**src/rtl/qte_pkg.sv**
```systemverilog
// Shared types, constants and codes of the quintic trajectory evaluator.
// Used by every module of the block; depends on nothing.
`default_nettype none

package qte_pkg;

   // defaults of the top level parameters
   localparam int AXES_DEF  = 3;
   localparam int TERMS_DEF = 6;

   // result ports carry three axes and three derivative orders
   localparam int OUT_AXES   = 3;
   localparam int NUM_DERIVS = 3;

   // depth of the queue between front and back
   localparam int QUEUE_DEPTH = 2;

   // configuration port
   localparam int CSR_INDEX_W = 2;
   localparam int CSR_DATA_W  = 32;
   localparam logic [CSR_INDEX_W-1:0] CSR_DURATION = 2'd0;
   localparam logic [CSR_INDEX_W-1:0] CSR_ENABLE   = 2'd1;

   // saturation limits
   localparam logic signed [63:0] S64_MAX = {1'b0, {63{1'b1}}};
   localparam logic signed [63:0] S64_MIN = {1'b1, {63{1'b0}}};
   localparam logic signed [31:0] S32_MAX = {1'b0, {31{1'b1}}};
   localparam logic signed [31:0] S32_MIN = {1'b1, {31{1'b0}}};

   typedef enum logic {
      OP_LOAD = 1'b0,
      OP_EVAL = 1'b1
   } op_type;

   // one request as it arrives
   typedef struct packed {
      op_type             op;
      logic [1:0]         axis;
      logic [2:0]         term;
      logic signed [63:0] coefficient;
      logic [31:0]        elapsed_time;
   } req_type;

   // one result
   typedef struct packed {
      logic signed [31:0] pos_x;
      logic signed [31:0] pos_y;
      logic signed [31:0] pos_z;
      logic signed [31:0] vel_x;
      logic signed [31:0] vel_y;
      logic signed [31:0] vel_z;
      logic signed [31:0] acc_x;
      logic signed [31:0] acc_y;
      logic signed [31:0] acc_z;
      logic               saturated;
   } rsp_type;

   // classified request as queued for the back end (time already clamped)
   typedef struct packed {
      logic               is_eval;
      logic [1:0]         axis;
      logic [2:0]         term;
      logic signed [63:0] coefficient;
      logic [31:0]        t;
   } job_type;

endpackage

`default_nettype wire

```
**src/rtl/qte_queue.sv**
```systemverilog
// Short queue of classified requests between front and back end.
// Depends on qte_pkg.
`default_nettype none

module qte_queue
   import qte_pkg::*;
(
   input  wire logic    clock,
   input  wire logic    reset,
   input  wire logic    push,
   input  wire job_type push_job,
   input  wire logic    pop,
   output logic         full,
   output logic         empty,
   output job_type      head
);

   localparam int PTR_W = (QUEUE_DEPTH > 1) ? $clog2(QUEUE_DEPTH) : 1;
   localparam int CNT_W = $clog2(QUEUE_DEPTH + 1);

   job_type            slot_ff [QUEUE_DEPTH];
   logic [PTR_W-1:0]   wr_ptr_ff, wr_ptr_in;
   logic [PTR_W-1:0]   rd_ptr_ff, rd_ptr_in;
   logic [CNT_W-1:0]   count_ff, count_in;

   assign full  = (count_ff == CNT_W'(QUEUE_DEPTH));
   assign empty = (count_ff == '0);
   assign head  = slot_ff[rd_ptr_ff];

   // advance pointers and count
   always_comb begin
      wr_ptr_in = wr_ptr_ff;
      rd_ptr_in = rd_ptr_ff;
      count_in  = count_ff;
      if (push) begin
         wr_ptr_in = (wr_ptr_ff == PTR_W'(QUEUE_DEPTH - 1)) ? '0 : wr_ptr_ff + 1'b1;
      end
      if (pop) begin
         rd_ptr_in = (rd_ptr_ff == PTR_W'(QUEUE_DEPTH - 1)) ? '0 : rd_ptr_ff + 1'b1;
      end
      if (push && !pop) begin
         count_in = count_ff + 1'b1;
      end else if (pop && !push) begin
         count_in = count_ff - 1'b1;
      end
   end

   always_ff @(posedge clock) begin
      if (reset) begin
         wr_ptr_ff <= '0;
         rd_ptr_ff <= '0;
         count_ff  <= '0;
      end else begin
         wr_ptr_ff <= wr_ptr_in;
         rd_ptr_ff <= rd_ptr_in;
         count_ff  <= count_in;
      end
   end

   // store the pushed request
   always_ff @(posedge clock) begin
      if (push) begin
         slot_ff[wr_ptr_ff] <= push_job;
      end
   end

   a_no_overflow : assert property (@(posedge clock) disable iff (reset)
      !(push && full && !pop)) else $error("queue pushed while full");

   a_no_underflow : assert property (@(posedge clock) disable iff (reset)
      pop |-> !empty) else $error("queue popped while empty");

   a_count_up : assert property (@(posedge clock) disable iff (reset)
      (push && !pop) |=> (count_ff == $past(count_ff) + 1'b1))
      else $error("queue count did not follow a push");

endmodule

`default_nettype wire

```
**config.mk**
```make
export PLATFORM = sky130hd
export DESIGN_NAME = qte_queue
export DESIGN_NICKNAME = d
export VERILOG_FILES = /design/src/rtl/qte_pkg.sv /design/src/rtl/qte_queue.sv
export SDC_FILE = /design/constraint.sdc
export NUM_CORES = 1
export LEC_CHECK = 0
export ABC_AREA = 1
export ABC_CLOCK_PERIOD_IN_PS = 5900
export BUFFER_PORTS_ARGS = -buffer_cell sky130_fd_sc_hd__buf_2
export CAP_MARGIN = 15
export CORE_MARGIN = 2
export CORE_UTILIZATION = 47
export DETAILED_ROUTE_END_ITERATION = 10
export PLACE_DENSITY = 0.77
export SLEW_MARGIN = 10
export SYNTH_ARGS = -nofsm -noshare
export SYNTH_HDL_FRONTEND = slang
export SYNTH_SLANG_ARGS = --single-unit
```
**constraint.sdc**
```tcl
create_clock -name clock -period 5.9 [get_ports clock]
set_clock_uncertainty 0.15 [all_clocks]
set_input_delay 1.18 -clock clock [delete_from_list [all_inputs] [get_ports clock]]
set_output_delay 1.18 -clock clock [all_outputs]
set_load 0.02 [all_outputs]
```
==> impl_metrics.csv, run 1 <==
group,metric,value,unit
power,p_sw_frac,0.228,
floorplan,core,16500,um2
drt,drt_pass1_iterations,4,
clocking,clk_pin_slew_worst_paths,0.06,ns
global_route,overflow,0,
clocking,insertion_delay,0.48,ns
worst_setup_path,start_kind,"flop",
sta,finalSetupViolCount,0,
floorplan,die-width,134,um
sta,hold_viol,0,
sta,fin_crit_sh,0.640,
synthesis,synth-compound-area-share,0.00127,
drt,drt_iter0_drc,237,
power,p_switching,0.000782,W
placed_design,hpwl,9270,um
final_layout,drive_gt1_frac,0.586,
power,p_leak,3.89,nW
sta,worst_slew_pin_slew,0.908,ns
synthesis,synth_area,7910,um2
worst_setup_path,r2r-start,"wr_ptr_ff$_SDFFE_PP0P_",
power,ir_drop,0.200,mV
global_route,grt_pass1_wl,21400,um
drt,drc_errors,0,
synthesis,yosysUniqueCellTypes,17,
sta,slew_headroom,0.395,
placed_design,io_buffer_count,209,
floorplan,die_h,134,um
min_path,worstHoldStart,"rd_ptr_ff$_SDFFE_PP0P_",
power,combPwrFrac,0.120,
worst_setup_path,r2r-end,"slot_ff[1][59]$_DFFE_PP_",
power,intPower,0.00265,W
run,drv_cap,0,
synthesis,synth.net_count,457,
worst_setup_path,worstSetupPathType,"flop to output pin",
synthesis,synth_top_family_by_area,"multiplexers",
worst_setup_path,r2r_slack,3.66,ns
global_route,grt_max_degree,71,
synthesis,synthAdderAreaFrac,0.00158,
synthesis,yosysSeqAreaShare,0.787,
synthesis,yosysWarnings,0,
global_route,grtUsageTotal,0.151,
synthesis,synth_cells,350,
clocking,cts_buffers,22,
clocking,htree_levels,1,
min_path,min-delay-path-class,"flop to flop",
drt,drt_wl_total,14000,um
synthesis,avgSynthCellArea,22.6,um2
sta,grt_setup_unrepaired,"false",
clocking,clock-sinks,209,
drt,via_per_inst,4.80,
synthesis,synth-xor-area-share,0.00111,
drt,routedWlPerCell,17.2,um
worst_setup_path,critPathRequiredTime,4.57,ns
worst_setup_path,rr_worst_depth,3,
sta,finalSetupTns,0,ns
floorplan,dieArea,17900,um2
sta,clock.fmax,265,MHz
final_layout,fillCellCount,1255,
floorplan,fp-row-count,47,
placed_design,dp_slack,2.62,ns
clocking,cts_resized,0,
final_layout,nets,683,
synthesis,synthSimpleGateAreaFrac,0.00775,
synthesis,synth.mux.area_fraction,0.183,
drt,ant_nets,0,
clocking,cts_buffer_depth,3,
worst_setup_path,crit_arrival,2.45,ns
clocking,cts_tree,"built",
worst_setup_path,critPathMaxFanout,56,
final_layout,areaGrowthSynthToFinish,24.6,%
clocking,cts_hold_buf,0,
global_route,first_global_vias,4232,
power,power.clock.fraction,0.367,
sta,fin_ws,2.12,ns
sta,slew_violations,0,
worst_setup_path,end_kind,"output pin",
drt,dr_total_vias,3903,
floorplan,start_util,0.479,
sta,period_needed,3.78,ns
global_route,antenna_found_initial,3,
clocking,cts-root-buf,"clkbuf_16",
clocking,postCtsSetupBuffers,0,
floorplan,ios,210,
power,cellPowerDensity,348,nW/um2
status,outcome,"complete, no violations",
min_path,whs_path_depth,2,
placed_design,routabilityCongestion,0.720,
synthesis,synth-seq-cells,209,
power,pwr-share-seq,0.513,
-- cells by family (layout without fill, tap and decap cells) --
logic type / count (synthesis) / count (layout)
XOR/XNOR: 1 / 1
AND/OR/NAND/NOR: 15 / 15
buffers and inverters: 20 / 262
flip-flops: 209 / 209
AO/OA/AOI/OAI: 2 / 2
other: 0 / 1
adder cells (fa/ha/maj): 1 / 1
multiplexers: 102 / 102
-- critical path, stage by stage, from the launching register on --
cell	delay, ns
dfxtp_4	0.87
buf_12	0.42
mux2_2	0.39
buf_2	0.16
-- registers in the layout (all words and copies together) (netlist names), named ones only --
signal     count
rd_ptr_ff      1
wr_ptr_ff      1
slot_ff      204
count_ff       2
-- metal layers --
| metal | GRT usage | share of wire | wire (um) |
|---|---|---|---|
| met3 | 0.0419 | 0.077 | 1080 |
| met1 | 0.180 | 0.38 | 5360 |
| met4 | 0.0544 | 0.021 | 299 |
| met5 | 0 | 0 | 0 |
| met2 | 0.264 | 0.52 | 7260 |
-- worst max path at each step --
stage,startpoint,end,slack [ns]
3_3_place_gp,flop,head[97],2.65
6_report,flop,head[91],2.12
5_1_grt,flop,head[84],2.02
3_5_place_dp,flop,head[91],2.62
4_1_cts,flop,head[91],2.11
2_1_floorplan,push,slot_ff[0][0]$_DFFE_PP_,1.47
-- power groups by stage --
stage	logic, W	clock network [W]	registers (W)
final	0.000412	0.00126	0.00176
after global routing	0.000440	0.00135	0.00176
after detailed placement	0.000418	0	0.00179
after floorplan	0.000299	0	0.00177
after global placement	0.000409	0	0.00178
after CTS	0.000419	0.00129	0.00176
-- layout by cell type (no fill, tap or decap), types with 3 or more instances in the layout --
cell and count:
buf_2 209, buf_4 3, clkbuf_1 8, clkbuf_16 22
clkinv_1 3, clkinv_2 3, dfxtp_1 4, edfxtp_1 204
inv_1 8, mux2_2 22, mux2_4 80, nand2_1 5
nor2_1 6
-- cells in the mapped netlist --
library cell,number,share of area
dfxtp_1,5,0.013
mux2_4,80,0.15
nor2_1,7,0.0033
buf_6,8,0.011
nor3_1,1,0.00063
mux2_2,22,0.031
buf_4,1,0.00095
nand4_1,1,0.00079
ha_1,1,0.0016
o21ai_0,1,0.00063
nand2_1,5,0.0024
edfxtp_1,204,0.77
xnor2_1,1,0.0011
a21oi_1,1,0.00063
inv_1,9,0.0043
buf_2,2,0.0013
nand3_1,1,0.00063
-- cell type report --
class                   instances  area, um2  share of cell area
clock buffers                  30        581              0.0589
clock inverters                10       88.8             0.00902
inverters                       9       36.3             0.00368
multi-input cells             121       1550               0.157
flip-flops and latches        209       6230               0.632
repair buffers                213       1090               0.111
diodes                          1       2.50            0.000254
well taps                     220        275              0.0279
-- through the flow --
stage	cells	utilization	cell area (um2)	hold slack (ns)	power, W
global route	813	0.596	9850	0.416	0.00355
finish	813	0.596	9850	0.379	0.00343
CTS	812	0.596	9850	0.380	0.00347
floorplan	350	-	7910	0.330	0.00207
detailed placement	772	0.555	9180	0.357	0.00221
global placement	772	0.555	9180	0.348	0.00219
Note: power is estimated with default switching activity, not from simulation.
==> run 2, diff against run 1 <==
- ABC_CLOCK_PERIOD_IN_PS: 5900 -> 3750
- CORE_UTILIZATION: 47 -> 52
- PLACE_DENSITY: 0.77 -> 0.81
- clock period: 5.9 -> 3.75 ns (I/O delays scaled with it)
==> impl_metrics.csv, run 2 (same netlist as run 1, synthesis figures left out) <==
group,metric,value,unit
floorplan,dieArea,16200,um2
sta,finalSetupTns,0,ns
drt,drt_wl_total,14000,um
sta,holdWs,0.299,ns
sta,worst_slew_pin_slew,0.664,ns
drt,drt_iter0_drc,210,
final_layout,largest_register,"slot_ff",
clocking,htree_levels,1,
sta,fin_crit_sh,0.712,
clocking,cts_tree,"built",
drt,routedWlPerCell,17.8,um
worst_setup_path,crit_slowest_cell,"mux2_2",
drt,drc_errors,0,
floorplan,start_util,0.526,
final_layout,fin_cells,783,
sta,hold_viol,0,
final_layout,areaGrowthSynthToFinish,24.7,%
placed_design,io_buffer_count,209,
sta,slew_headroom,0.557,
clocking,cts_hold_buf,0,
clocking,cts_resized,0,
drt,dr_total_vias,3897,
min_path,min-delay-path-class,"primary input to flop",
worst_setup_path,critPathRequiredTime,2.85,ns
clocking,postCtsSetupBuffers,0,
placed_design,dp_slack,1.37,ns
drt,ant_nets,0,
placed_design,placed_cells,742,
sta,fin_ws,1.08,ns
power,ir_drop,0.428,mV
global_route,grtUsageTotal,0.165,
drt,via_per_inst,4.98,
worst_setup_path,end_kind,"output pin",
placed_design,routabilityCongestion,0.693,
sta,clock.fmax,375,MHz
run,drv_cap,0,
global_route,grt_pass1_wl,20900,um
sta,grt_setup_unrepaired,"false",
floorplan,ios,210,
floorplan,die-width,127,um
worst_setup_path,crit_arrival,1.77,ns
power,p_leak,3.92,nW
final_layout,drive_gt1_frac,0.598,
final_layout,final_cell_mix,"buf_2, edfxtp_1, mux2_4, clkbuf_16, mux2_2",
final_layout,largestRegisters,"slot_ff x204, count_ff x2",
clocking,cts_buffer_depth,3,
clocking,insertion_delay,0.49,ns
clocking,cts_buffers,22,
worst_setup_path,start_kind,"flop",
drt,drt_pass1_iterations,4,
global_route,grt_max_degree,57,
global_route,antenna_found_initial,1,
final_layout,fillCellCount,997,
placed_design,hpwl,9370,um
sta,finalSetupViolCount,0,
clocking,clock-sinks,209,
worst_setup_path,worstSetupPathType,"flop to output pin",
worst_setup_path,cp_num_buf_inv,2,
floorplan,core,15000,um2
power,cellPowerDensity,548,nW/um2
clocking,clk_pin_slew_worst_paths,0.06,ns
final_layout,nets,685,
worst_setup_path,cp_top_family,"buffers and inverters",
final_layout,largest_register_ffs,204,
status,outcome,"complete, no violations",
floorplan,die_h,127,um
global_route,first_global_vias,4047,
sta,period_needed,2.67,ns
worst_setup_path,cp_cell_sequence,"buf_12, mux2_2, buf_2",
worst_setup_path,r2r_slack,1.81,ns
sta,slew_violations,0,
final_layout,layout_commonest_cell,"buf_2",
worst_setup_path,critPathMaxFanout,56,
clocking,cts-root-buf,"clkbuf_16",
worst_setup_path,cpPeakStageDelay,0.40,ns
floorplan,fp-row-count,45,
global_route,overflow,0,
[run 2: cell count changes in the layout (fill, tap and decap cells not counted), sizes merged]
cell,change
clkbuf,-5
inv,+1
clkinv,+4
buf,+2
bufinv,-1
clkinvlp,+1
[run 2: through the flow]
stage	util	power [W]	cell area, um2
final	0.656	0.00540	9860
after global routing	0.656	0.00560	9860
after CTS	0.656	0.00547	9860
after detailed placement	0.611	0.00348	9190
after global placement	0.611	0.00346	9190
after floorplan	-	0.00325	7920
[run 2: report_power, final]
part / internal, W / switching, W
clock network: 0.00113 / 0.000850
logic: 0.000305 / 0.000383
registers: 0.00270 / 0.0000336
[run 2: area by class of cell]
class,instances,area (um2),share of cell area
flip-flops and latches,209,6230,0.632
inverters,9,36.3,0.00368
clock buffers,25,583,0.0591
well taps,188,235,0.0238
clock inverters,15,86.3,0.00875
repair buffers,215,1140,0.116
diodes,1,2.50,0.000254
multi-input cells,121,1550,0.157
[run 2: per-layer routing]
metal / track usage / wire length (um) / up-vias
li1: - / - / 1831
met1: 0.203 / 5640 / 1864
met2: 0.279 / 6800 / 172
met3: 0.0536 / 1190 / 30
met4: 0.0504 / 321 / 0
met5: 0 / 0 / -
[run 2: path summary, 6_finish.rpt]
| path | start | endpoint | cells after the start |
|---|---|---|---|
| hold / removal | push_job[59] | slot_ff[1][59]$_DFFE_PP_ | 1 |
| hold reg to reg | wr_ptr_ff$_SDFFE_PP0P_ | wr_ptr_ff$_SDFFE_PP0P_ | 2 |
| setup reg to reg | wr_ptr_ff$_SDFFE_PP0P_ | slot_ff[1][76]$_DFFE_PP_ | 3 |
| setup / recovery | flop | head[97] | 3 |
