**config.mk**
```make
export PLATFORM = sky130hd
export DESIGN_NAME = qte_front
export DESIGN_NICKNAME = d
export VERILOG_FILES = /design/src/rtl/qte_pkg.sv /design/src/rtl/qte_front.sv
export SDC_FILE = /design/constraint.sdc
export NUM_CORES = 1
export LEC_CHECK = 0
export BUFFER_PORTS_ARGS = -buffer_cell sky130_fd_sc_hd__buf_2
export CORE_AREA = 2 2 95 97
export CTS_CLUSTER_DIAMETER = 100
export DETAILED_ROUTE_END_ITERATION = 10
export DIE_AREA = 0 0 97 99
export PLACE_DENSITY = 0.74
export REMOVE_ABC_BUFFERS = 1
export SYNTH_ARGS = -nofsm -noshare
export SYNTH_HDL_FRONTEND = slang
export SYNTH_SLANG_ARGS = --single-unit
```
**constraint.sdc**
```tcl
create_clock -name clock -period 5.2 [get_ports clock]
set_input_delay 0.26 -clock clock [delete_from_list [all_inputs] [get_ports clock]]
set_output_delay 0.26 -clock clock [all_outputs]
set_load 0.005 [all_outputs]
```
**src/rtl/qte_pkg.sv**
```systemverilog
// Shared types, constants and codes of the quintic trajectory evaluator.
// Used by every module of the block; depends on nothing.
`default_nettype none

package qte_pkg;

   // defaults of the top level parameters
   localparam int AXES_DEF  = 3;
   localparam int TERMS_DEF = 6;

   // result ports carry three axes and three derivative orders
   localparam int OUT_AXES   = 3;
   localparam int NUM_DERIVS = 3;

   // depth of the queue between front and back
   localparam int QUEUE_DEPTH = 2;

   // configuration port
   localparam int CSR_INDEX_W = 2;
   localparam int CSR_DATA_W  = 32;
   localparam logic [CSR_INDEX_W-1:0] CSR_DURATION = 2'd0;
   localparam logic [CSR_INDEX_W-1:0] CSR_ENABLE   = 2'd1;

   // saturation limits
   localparam logic signed [63:0] S64_MAX = {1'b0, {63{1'b1}}};
   localparam logic signed [63:0] S64_MIN = {1'b1, {63{1'b0}}};
   localparam logic signed [31:0] S32_MAX = {1'b0, {31{1'b1}}};
   localparam logic signed [31:0] S32_MIN = {1'b1, {31{1'b0}}};

   typedef enum logic {
      OP_LOAD = 1'b0,
      OP_EVAL = 1'b1
   } op_type;

   // one request as it arrives
   typedef struct packed {
      op_type             op;
      logic [1:0]         axis;
      logic [2:0]         term;
      logic signed [63:0] coefficient;
      logic [31:0]        elapsed_time;
   } req_type;

   // one result
   typedef struct packed {
      logic signed [31:0] pos_x;
      logic signed [31:0] pos_y;
      logic signed [31:0] pos_z;
      logic signed [31:0] vel_x;
      logic signed [31:0] vel_y;
      logic signed [31:0] vel_z;
      logic signed [31:0] acc_x;
      logic signed [31:0] acc_y;
      logic signed [31:0] acc_z;
      logic               saturated;
   } rsp_type;

   // classified request as queued for the back end (time already clamped)
   typedef struct packed {
      logic               is_eval;
      logic [1:0]         axis;
      logic [2:0]         term;
      logic signed [63:0] coefficient;
      logic [31:0]        t;
   } job_type;

endpackage

`default_nettype wire

```
**src/rtl/qte_front.sv**
```systemverilog
// Front end: takes requests, holds the configuration registers, clamps time
// and drops requests that do nothing. Depends on qte_pkg.
`default_nettype none

module qte_front
   import qte_pkg::*;
#(
   parameter int AXES  = AXES_DEF,
   parameter int TERMS = TERMS_DEF
) (
   input  wire logic                   clock,
   input  wire logic                   reset,
   input  wire logic                   start,
   input  wire req_type                req_payload,
   input  wire logic                   csr_valid,
   input  wire logic [CSR_INDEX_W-1:0] csr_index,
   input  wire logic [CSR_DATA_W-1:0]  csr_data,
   output logic                        csr_ready,
   input  wire logic                   q_full,
   output logic                        busy,
   output logic                        push,
   output job_type                     job
);

   logic [31:0] duration_ff, duration_in;
   logic        enable_ff, enable_in;
   logic        accept;
   logic        keep;

   assign csr_ready = 1'b1;
   assign busy      = q_full;
   assign accept    = start && !busy;

   // decode register writes; drop writes to unknown indexes
   always_comb begin
      duration_in = duration_ff;
      enable_in   = enable_ff;
      if (csr_valid && csr_ready) begin
         unique case (csr_index)
            CSR_DURATION: begin
               duration_in = csr_data;
            end
            CSR_ENABLE: begin
               enable_in = csr_data[0];
            end
            default: begin
            end
         endcase
      end
   end

   always_ff @(posedge clock) begin
      if (reset) begin
         duration_ff <= '0;
         enable_ff   <= 1'b0;
      end else begin
         duration_ff <= duration_in;
         enable_ff   <= enable_in;
      end
   end

   // classify: drop disabled evaluations and loads outside the table
   always_comb begin
      if (req_payload.op == OP_EVAL) begin
         keep = enable_ff;
      end else begin
         keep = (int'(req_payload.axis) < AXES) && (int'(req_payload.term) < TERMS);
      end
      job.is_eval     = (req_payload.op == OP_EVAL);
      job.axis        = req_payload.axis;
      job.term        = req_payload.term;
      job.coefficient = req_payload.coefficient;
      job.t           = (req_payload.elapsed_time > duration_ff) ? duration_ff
                                                                 : req_payload.elapsed_time;
   end

   assign push = accept && keep;

endmodule

`default_nettype wire

```
==> results of run 1 <==
-- layer usage --
layer	global-route usage	wire [um]
met2	0.449	6390
met1	0.207	3540
met3	0.315	3290
met5	0	0
met4	0.0228	10
-- kinds of logic after synthesis --
group / Yosys count / share of synthesized area
buffers and inverters: 119 / 0.244
AND/OR/NAND/NOR: 91 / 0.132
AO/OA/AOI/OAI: 63 / 0.113
multiplexers: 33 / 0.159
flip-flops: 33 / 0.218
adder cells (fa/ha/maj): 32 / 0.132
other: 1 / 0.00124
-- synth_stat cells, types with 2 or more instances --
library cell | n | share of area
nand2_1 | 69 | 0.085
o21ai_0 | 7 | 0.012
nor3b_1 | 2 | 0.0050
nand3_1 | 3 | 0.0050
mux2_2 | 2 | 0.0074
nand4_1 | 7 | 0.014
a21oi_1 | 49 | 0.081
mux2_4 | 30 | 0.15
a21o_1 | 2 | 0.0050
dfxtp_1 | 33 | 0.22
ha_1 | 32 | 0.13
nor3_1 | 2 | 0.0033
buf_6 | 3 | 0.011
inv_1 | 33 | 0.041
buf_4 | 72 | 0.18
clkbuf_1 | 11 | 0.014
-- stage by stage --
step | worst slack, ns | std cells | hold WS [ns]
4_1_cts | 1.48 | 518 | 0.195
3_3_place_gp | 1.82 | 510 | 0.457
6_report | 1.54 | 521 | 0.206
5_1_grt | 1.23 | 518 | 0.203
3_5_place_dp | 1.81 | 510 | 0.465
2_1_floorplan | 1.87 | 286 | 0.329
-- worst max-delay path by stage --
stage / startpoint / endpoint / slack, ns / cells after the start
4_1_cts: duration_ff[3] / job[9] / 1.48 / 10
6_report: duration_ff[3] / job[9] / 1.54 / 10
3_5_place_dp: req_payload[1] / job[9] / 1.81 / 10
3_3_place_gp: req_payload[1] / job[14] / 1.82 / 10
2_1_floorplan: duration_ff[9] / job[0] / 1.87 / 8
5_1_grt: duration_ff[3] / job[9] / 1.23 / 10
-- state kept, by name, indices dropped and copies added (netlist names) --
name / flops
duration_ff: 32
enable_ff: 1
-- where the power goes --
group          switching, mW  internal, mW
registers            0.00641         0.261
clock network          0.106         0.120
logic                 0.0913         0.106
-- cell type report --
| class | instances | share of cell area |
|---|---|---|
| Antenna cell | 3 | 0.00230 |
| Clock buffer | 7 | 0.0295 |
| Clock inverter | 1 | 0.00153 |
| Inverter | 33 | 0.0380 |
| Multi-Input combinational cell | 220 | 0.505 |
| Sequential cell | 33 | 0.203 |
| Tap cell | 108 | 0.0414 |
| Timing Repair Buffer | 116 | 0.180 |
-- worst max-delay path: stages (launching register included) --
cell	delay [ns]
dfxtp_1	0.40
inv_1	0.06
ha_1	0.28
and2_1	0.18
o21ai_0	0.12
a21boi_0	0.15
nor4_1	0.46
a2bb2oi_4	0.54
buf_4	0.45
mux2_4	0.34
buf_2	0.13
==> impl_metrics.json, run 1 <==
{
  "tightestPinTransition_ns": 0.756,
  "r2r_cells": 2,
  "grt_antenna_before_repair": 2,
  "ys_seq_elements": 33,
  "hold_end": "duration_ff[1]",
  "rrSetupSlack_ns": 4.52,
  "final_cell_mix": "114 x buf_2, 69 x nand2_1, 49 x a21oi_1",
  "die_x_um": 97,
  "tns_ns": 0,
  "synth_edf_count": 0,
  "critPathLaunchType": "flip-flop",
  "fmax_ghz": 0.273,
  "core-area_mm2": 0.00855,
  "first_global_vias": 2429,
  "maxSlewViolCount": 0,
  "crit_fanout": 19,
  "cts_num_sinks": 33,
  "clk_latency_ns": 0.28,
  "hp-class": "input port to flip-flop",
  "ys_seq_area_frac": 0.218,
  "firstDrtPassIters": 4,
  "final_core_utilization": 0.381,
  "cts_tree": "done",
  "grt_overflow": 0,
  "grt.total_usage": 0.266,
  "wl_mm": 13.2,
  "synth_cells": 372,
  "grt_max_degree": 34,
  "drt-initial-drc-count": 73,
  "postLayoutCellArea_mm2": 0.00326,
  "yosysUniqueCellTypes": 31,
  "clk_pin_slew_ns": 0.08,
  "vdd_drop_max_uv": 83.4,
  "async_reset_ff_frac": 0,
  "cts_made_buffers": 5,
  "finClkSkew_ns": 0,
  "min_from": "csr_data[1]",
  "ios": 246,
  "maxCapViolations": 0,
  "multiInputGateArea_mm2": 0.00165,
  "synth_ff_type": "dfxtp_1",
  "cp-end-kind": "primary output",
  "final_common_cell": "buf_2",
  "portBuffers": 114,
  "vias": 2614,
  "fill_cells": 905,
  "crit_arrival_ns": 3.40,
  "dieHeight_um": 99,
  "grt_pass1_wl_mm": 18.0,
  "reg2reg_to": "duration_ff[3]",
  "dpl_cell_area_mm2": 0.00315,
  "syn_area_mm2": 0.00303,
  "rsz0062_at_grt": "false",
  "period_share": 0.704,
  "setup_viol": 0,
  "fin_nets": 582,
  "finalHoldViolations": 0,
  "crit_required_ns": 4.94,
  "clockBufferDepth": 2,
  "hold_depth": 3,
  "wl_per_cell_um": 25.4,
  "syn_to_final_growth_pct": 7.59,
  "drt-vias-per-instance": 5.02,
  "r2r_start": "duration_ff[3]",
  "p_total_mw": 0.691,
  "drive_gt1_frac": 0.393,
  "regArea_um2": 661,
  "cts_setup_buffers": 0,
  "cts_hold_buf": 0,
  "h-tree-depth": 2,
  "leakage_nw": 1.50,
  "yosysWarnings": 0,
  "num_rows": 34,
  "relSlewSlack": 0.496,
  "clock-root-buffer": "clkbuf_8",
  "postSynthAreaPerCell_um2": 8.15,
  "dp_hpwl_mm": 11.6,
  "dieArea_mm2": 0.00960,
  "postRouteAntennaNets": 0,
  "status": "completed",
  "cts_resized": 0,
  "pwr_density_cell_mw_per_mm2": 212,
  "setup.worst_path.class": "flip-flop to primary output",
  "place_congestion": 0.907,
  "start_util": 0.355,
  "drc": 0,
  "min_period_ns": 3.66
}
(Power assumes the default switching activity.)
==> run 2: changes to the inputs <==
--- a/config.mk
+++ b/config.mk
@@ -5,12 +5,13 @@
 export SDC_FILE = /design/constraint.sdc
 export NUM_CORES = 1
 export LEC_CHECK = 0
+export ABC_AREA = 1
 export BUFFER_PORTS_ARGS = -buffer_cell sky130_fd_sc_hd__buf_2
-export CORE_AREA = 2 2 95 97
+export CORE_MARGIN = 2
+export CORE_UTILIZATION = 36
 export CTS_CLUSTER_DIAMETER = 100
 export DETAILED_ROUTE_END_ITERATION = 10
-export DIE_AREA = 0 0 97 99
-export PLACE_DENSITY = 0.74
+export PLACE_DENSITY = 0.78
 export REMOVE_ABC_BUFFERS = 1
 export SYNTH_ARGS = -nofsm -noshare
 export SYNTH_HDL_FRONTEND = slang
==> constraint.sdc (replaced) <==
create_clock -name clock -period 2.96 [get_ports clock]
set_input_delay 0.148 -clock clock [delete_from_list [all_inputs] [get_ports clock]]
set_output_delay 0.148 -clock clock [all_outputs]
set_load 0.005 [all_outputs]
==> run 2 against run 1 <==
Effect of this change:
- via count rose by 14%
- critical endpoint is now job[25]
- core utilization rose by 0.70 points
- sequential share of layout area rose by 0.55 points
- largest power group unchanged
- cell count rose by 10%
- worst hold slack got worse by 0.083 ns
- largest cell class unchanged
- combinational power rose by 91%
==> impl_metrics.json, run 2 <==
{
  "synth.most_common_cell": "nand2_1",
  "clockBufferDepth": 2,
  "dieHeight_um": 95.6,
  "setup.worst_path.class": "flip-flop to primary output",
  "dp_hpwl_mm": 11.6,
  "maxSlewViolCount": 0,
  "crit_path_start": "duration_ff[31]",
  "fmax_ghz": 0.374,
  "clk_pin_slew_ns": 0.08,
  "instances_no_fill": 575,
  "wl_mm": 13.7,
  "syn_to_final_growth_pct": 5.14,
  "dieArea_mm2": 0.00914,
  "postLayoutCellArea_mm2": 0.00318,
  "dpl.cell_count": 568,
  "largest_register_ffs": 32,
  "ys_seq_elements": 33,
  "grt.busiest_layer": "met2",
  "crit_arrival_ns": 2.52,
  "ys_top_cells_by_count": "102 x nand2_1, 75 x buf_4, 40 x inv_1, 40 x nor2_1",
  "drt-vias-per-instance": 5.18,
  "vias": 2980,
  "synth_cells": 438,
  "crit_fanout": 18,
  "final_cell_mix": "114 x buf_2, 102 x nand2_1, 40 x inv_1, 40 x nor2_1",
  "grt_pass1_wl_mm": 18.1,
  "grtUsageMet2": 0.443,
  "period_share": 0.902,
  "cts_made_buffers": 5,
  "grt_use_met1": 0.226,
  "worst_hold_slack_ns": 0.122,
  "grt_max_degree": 64,
  "dpl_cell_area_mm2": 0.00309,
  "ys_seq_area_frac": 0.219,
  "top_regs": "duration_ff: 32 flops, enable_ff: 1 flops",
  "synth_edf_count": 0,
  "cts_resized": 0,
  "min_from": "csr_data[0]",
  "critPathLaunchType": "flip-flop",
  "cts_tree": "done",
  "yosys.area_share.simple": 0.261,
  "start_util": 0.369,
  "portBuffers": 114,
  "core-area_mm2": 0.00818,
  "tightestPinTransition_ns": 1.06,
  "pwr_density_cell_mw_per_mm2": 381,
  "postRouteAntennaNets": 0,
  "async_reset_ff_frac": 0,
  "place_congestion": 0.872,
  "fin_nets": 643,
  "die_x_um": 95.6,
  "cts_num_sinks": 33,
  "drt-initial-drc-count": 124,
  "synth_xor_area_frac": 0,
  "yosysUniqueCellTypes": 25,
  "num_rows": 33,
  "rsz0062_at_grt": "false",
  "muxShareOfSynthArea": 0,
  "vdd_drop_max_uv": 168,
  "grt_antenna_before_repair": 0,
  "regMostFlops": "duration_ff",
  "final_common_cell": "buf_2",
  "yosysWarnings": 0,
  "h-tree-depth": 2,
  "min_period_ns": 2.67,
  "synth_top_area_frac": 0.219,
  "wl_per_cell_um": 23.8,
  "synth_top_family_by_area": "buffers and inverters",
  "synth_compound_area_frac": 0.121,
  "drive_gt1_frac": 0.274,
  "setup_viol": 0,
  "cts_hold_buf": 0,
  "hp-class": "input port to flip-flop",
  "tns_ns": 0,
  "crit_required_ns": 2.81,
  "first_global_vias": 2588,
  "synth_ff_type": "dfxtp_1",
  "syn_area_mm2": 0.00302,
  "finalHoldViolations": 0,
  "maxCapViolations": 0,
  "relSlewSlack": 0.292,
  "leakage_nw": 1.65,
  "synth_area_leaders": "dfxtp_1 22%, buf_4 19%, ha_1 13%",
  "firstDrtPassIters": 4,
  "finClkSkew_ns": 0,
  "synth_top_cell_by_area": "dfxtp_1",
  "n_antenna_cell": 0,
  "postSynthAreaPerCell_um2": 6.90,
  "clock-root-buffer": "clkbuf_8",
  "drc": 0,
  "ios": 246,
  "grt.total_usage": 0.289,
  "use_met3": 0.339,
  "r2r_start": "duration_ff[18]",
  "grt_overflow": 0,
  "status": "completed",
  "clk_latency_ns": 0.28,
  "synth_fa_ha_area_frac": 0.133,
  "cts_setup_buffers": 0,
  "cp-end-kind": "primary output"
}
==> run 2: cell count changes after synthesis, moves of 3 or more <==
cell      before  now
nor2_1         1   40
nand4_1        7    2
nand2_1       69  102
buf_4         72   75
a211oi_1       1   31
o21ai_0        7    4
a21oi_1       49   16
inv_1         33   40
nand3_1        3   33
mux2_4        30    0
==> run 2: logic make-up after synthesis <==
| group | Yosys count |
|---|---|
| other | 1 |
| AOI/OAI and AO/OA | 55 |
| DFF | 33 |
| buffers and inverters | 132 |
| adders and majority gates | 32 |
| and+or+nand+nor | 185 |
==> run 2: cell type report <==
| cell class | count | area (um2) |
|---|---|---|
| Inverter | 41 | 154 |
| Sequential cell | 33 | 661 |
| Multi-Input combinational cell | 273 | 1560 |
| Timing Repair Buffer | 116 | 586 |
| Fill cell | 873 | 5000 |
| Tap cell | 105 | 131 |
| Clock buffer | 7 | 86.3 |
==> run 2: per-stage QoR <==
stage | total power [mW] | setup WS [ns] | util
floorplan | 0.686 | 0.963 | -
global placement | 0.857 | 0.613 | 0.378
detailed placement | 0.863 | 0.593 | 0.378
CTS | 1.22 | 0.256 | 0.388
global route | 1.30 | 0.0724 | 0.388
finish | 1.21 | 0.289 | 0.388
==> run 2: final timing paths <==
path / slack (ns) / to / cells after the start
max: 0.29 / job[25] / 12
min: 0.12 / duration_ff[0] / 3
max reg2reg: 2.20 / duration_ff[18] / 2
min reg2reg: 0.49 / enable_ff / 2
==> run 2: metal layers <==
layer | wire (um) | part of all wire
met2 | 5850 | 0.43
met4 | 479 | 0.035
met1 | 3760 | 0.27
met3 | 3500 | 0.26
met5 | 92 | 0.0067
==> run 2: power by group <==
| part | internal [mW] | total (mW) | switching (mW) | leakage, nW |
|---|---|---|---|---|
| combinational | 0.162 | 0.377 | 0.216 | 1.33 |
| sequential | 0.467 | 0.478 | 0.0114 | 0.270 |
| clock | 0.185 | 0.355 | 0.170 | 0.0443 |
| total | 0.813 | 1.21 | 0.397 | 1.65 |
==> run 2: worst max-delay path, cell delays in order, from the launching register on <==
cell and delay (ns):
dfxtp_1 0.34, inv_1 0.06, ha_1 0.29, nand2_1 0.07
nor2_1 0.21, nand2_1 0.11, nor2_2 0.22, nand2_1 0.13
nand2_4 0.20, buf_4 0.29, nand3_1 0.11, nand2_1 0.09
buf_2 0.11
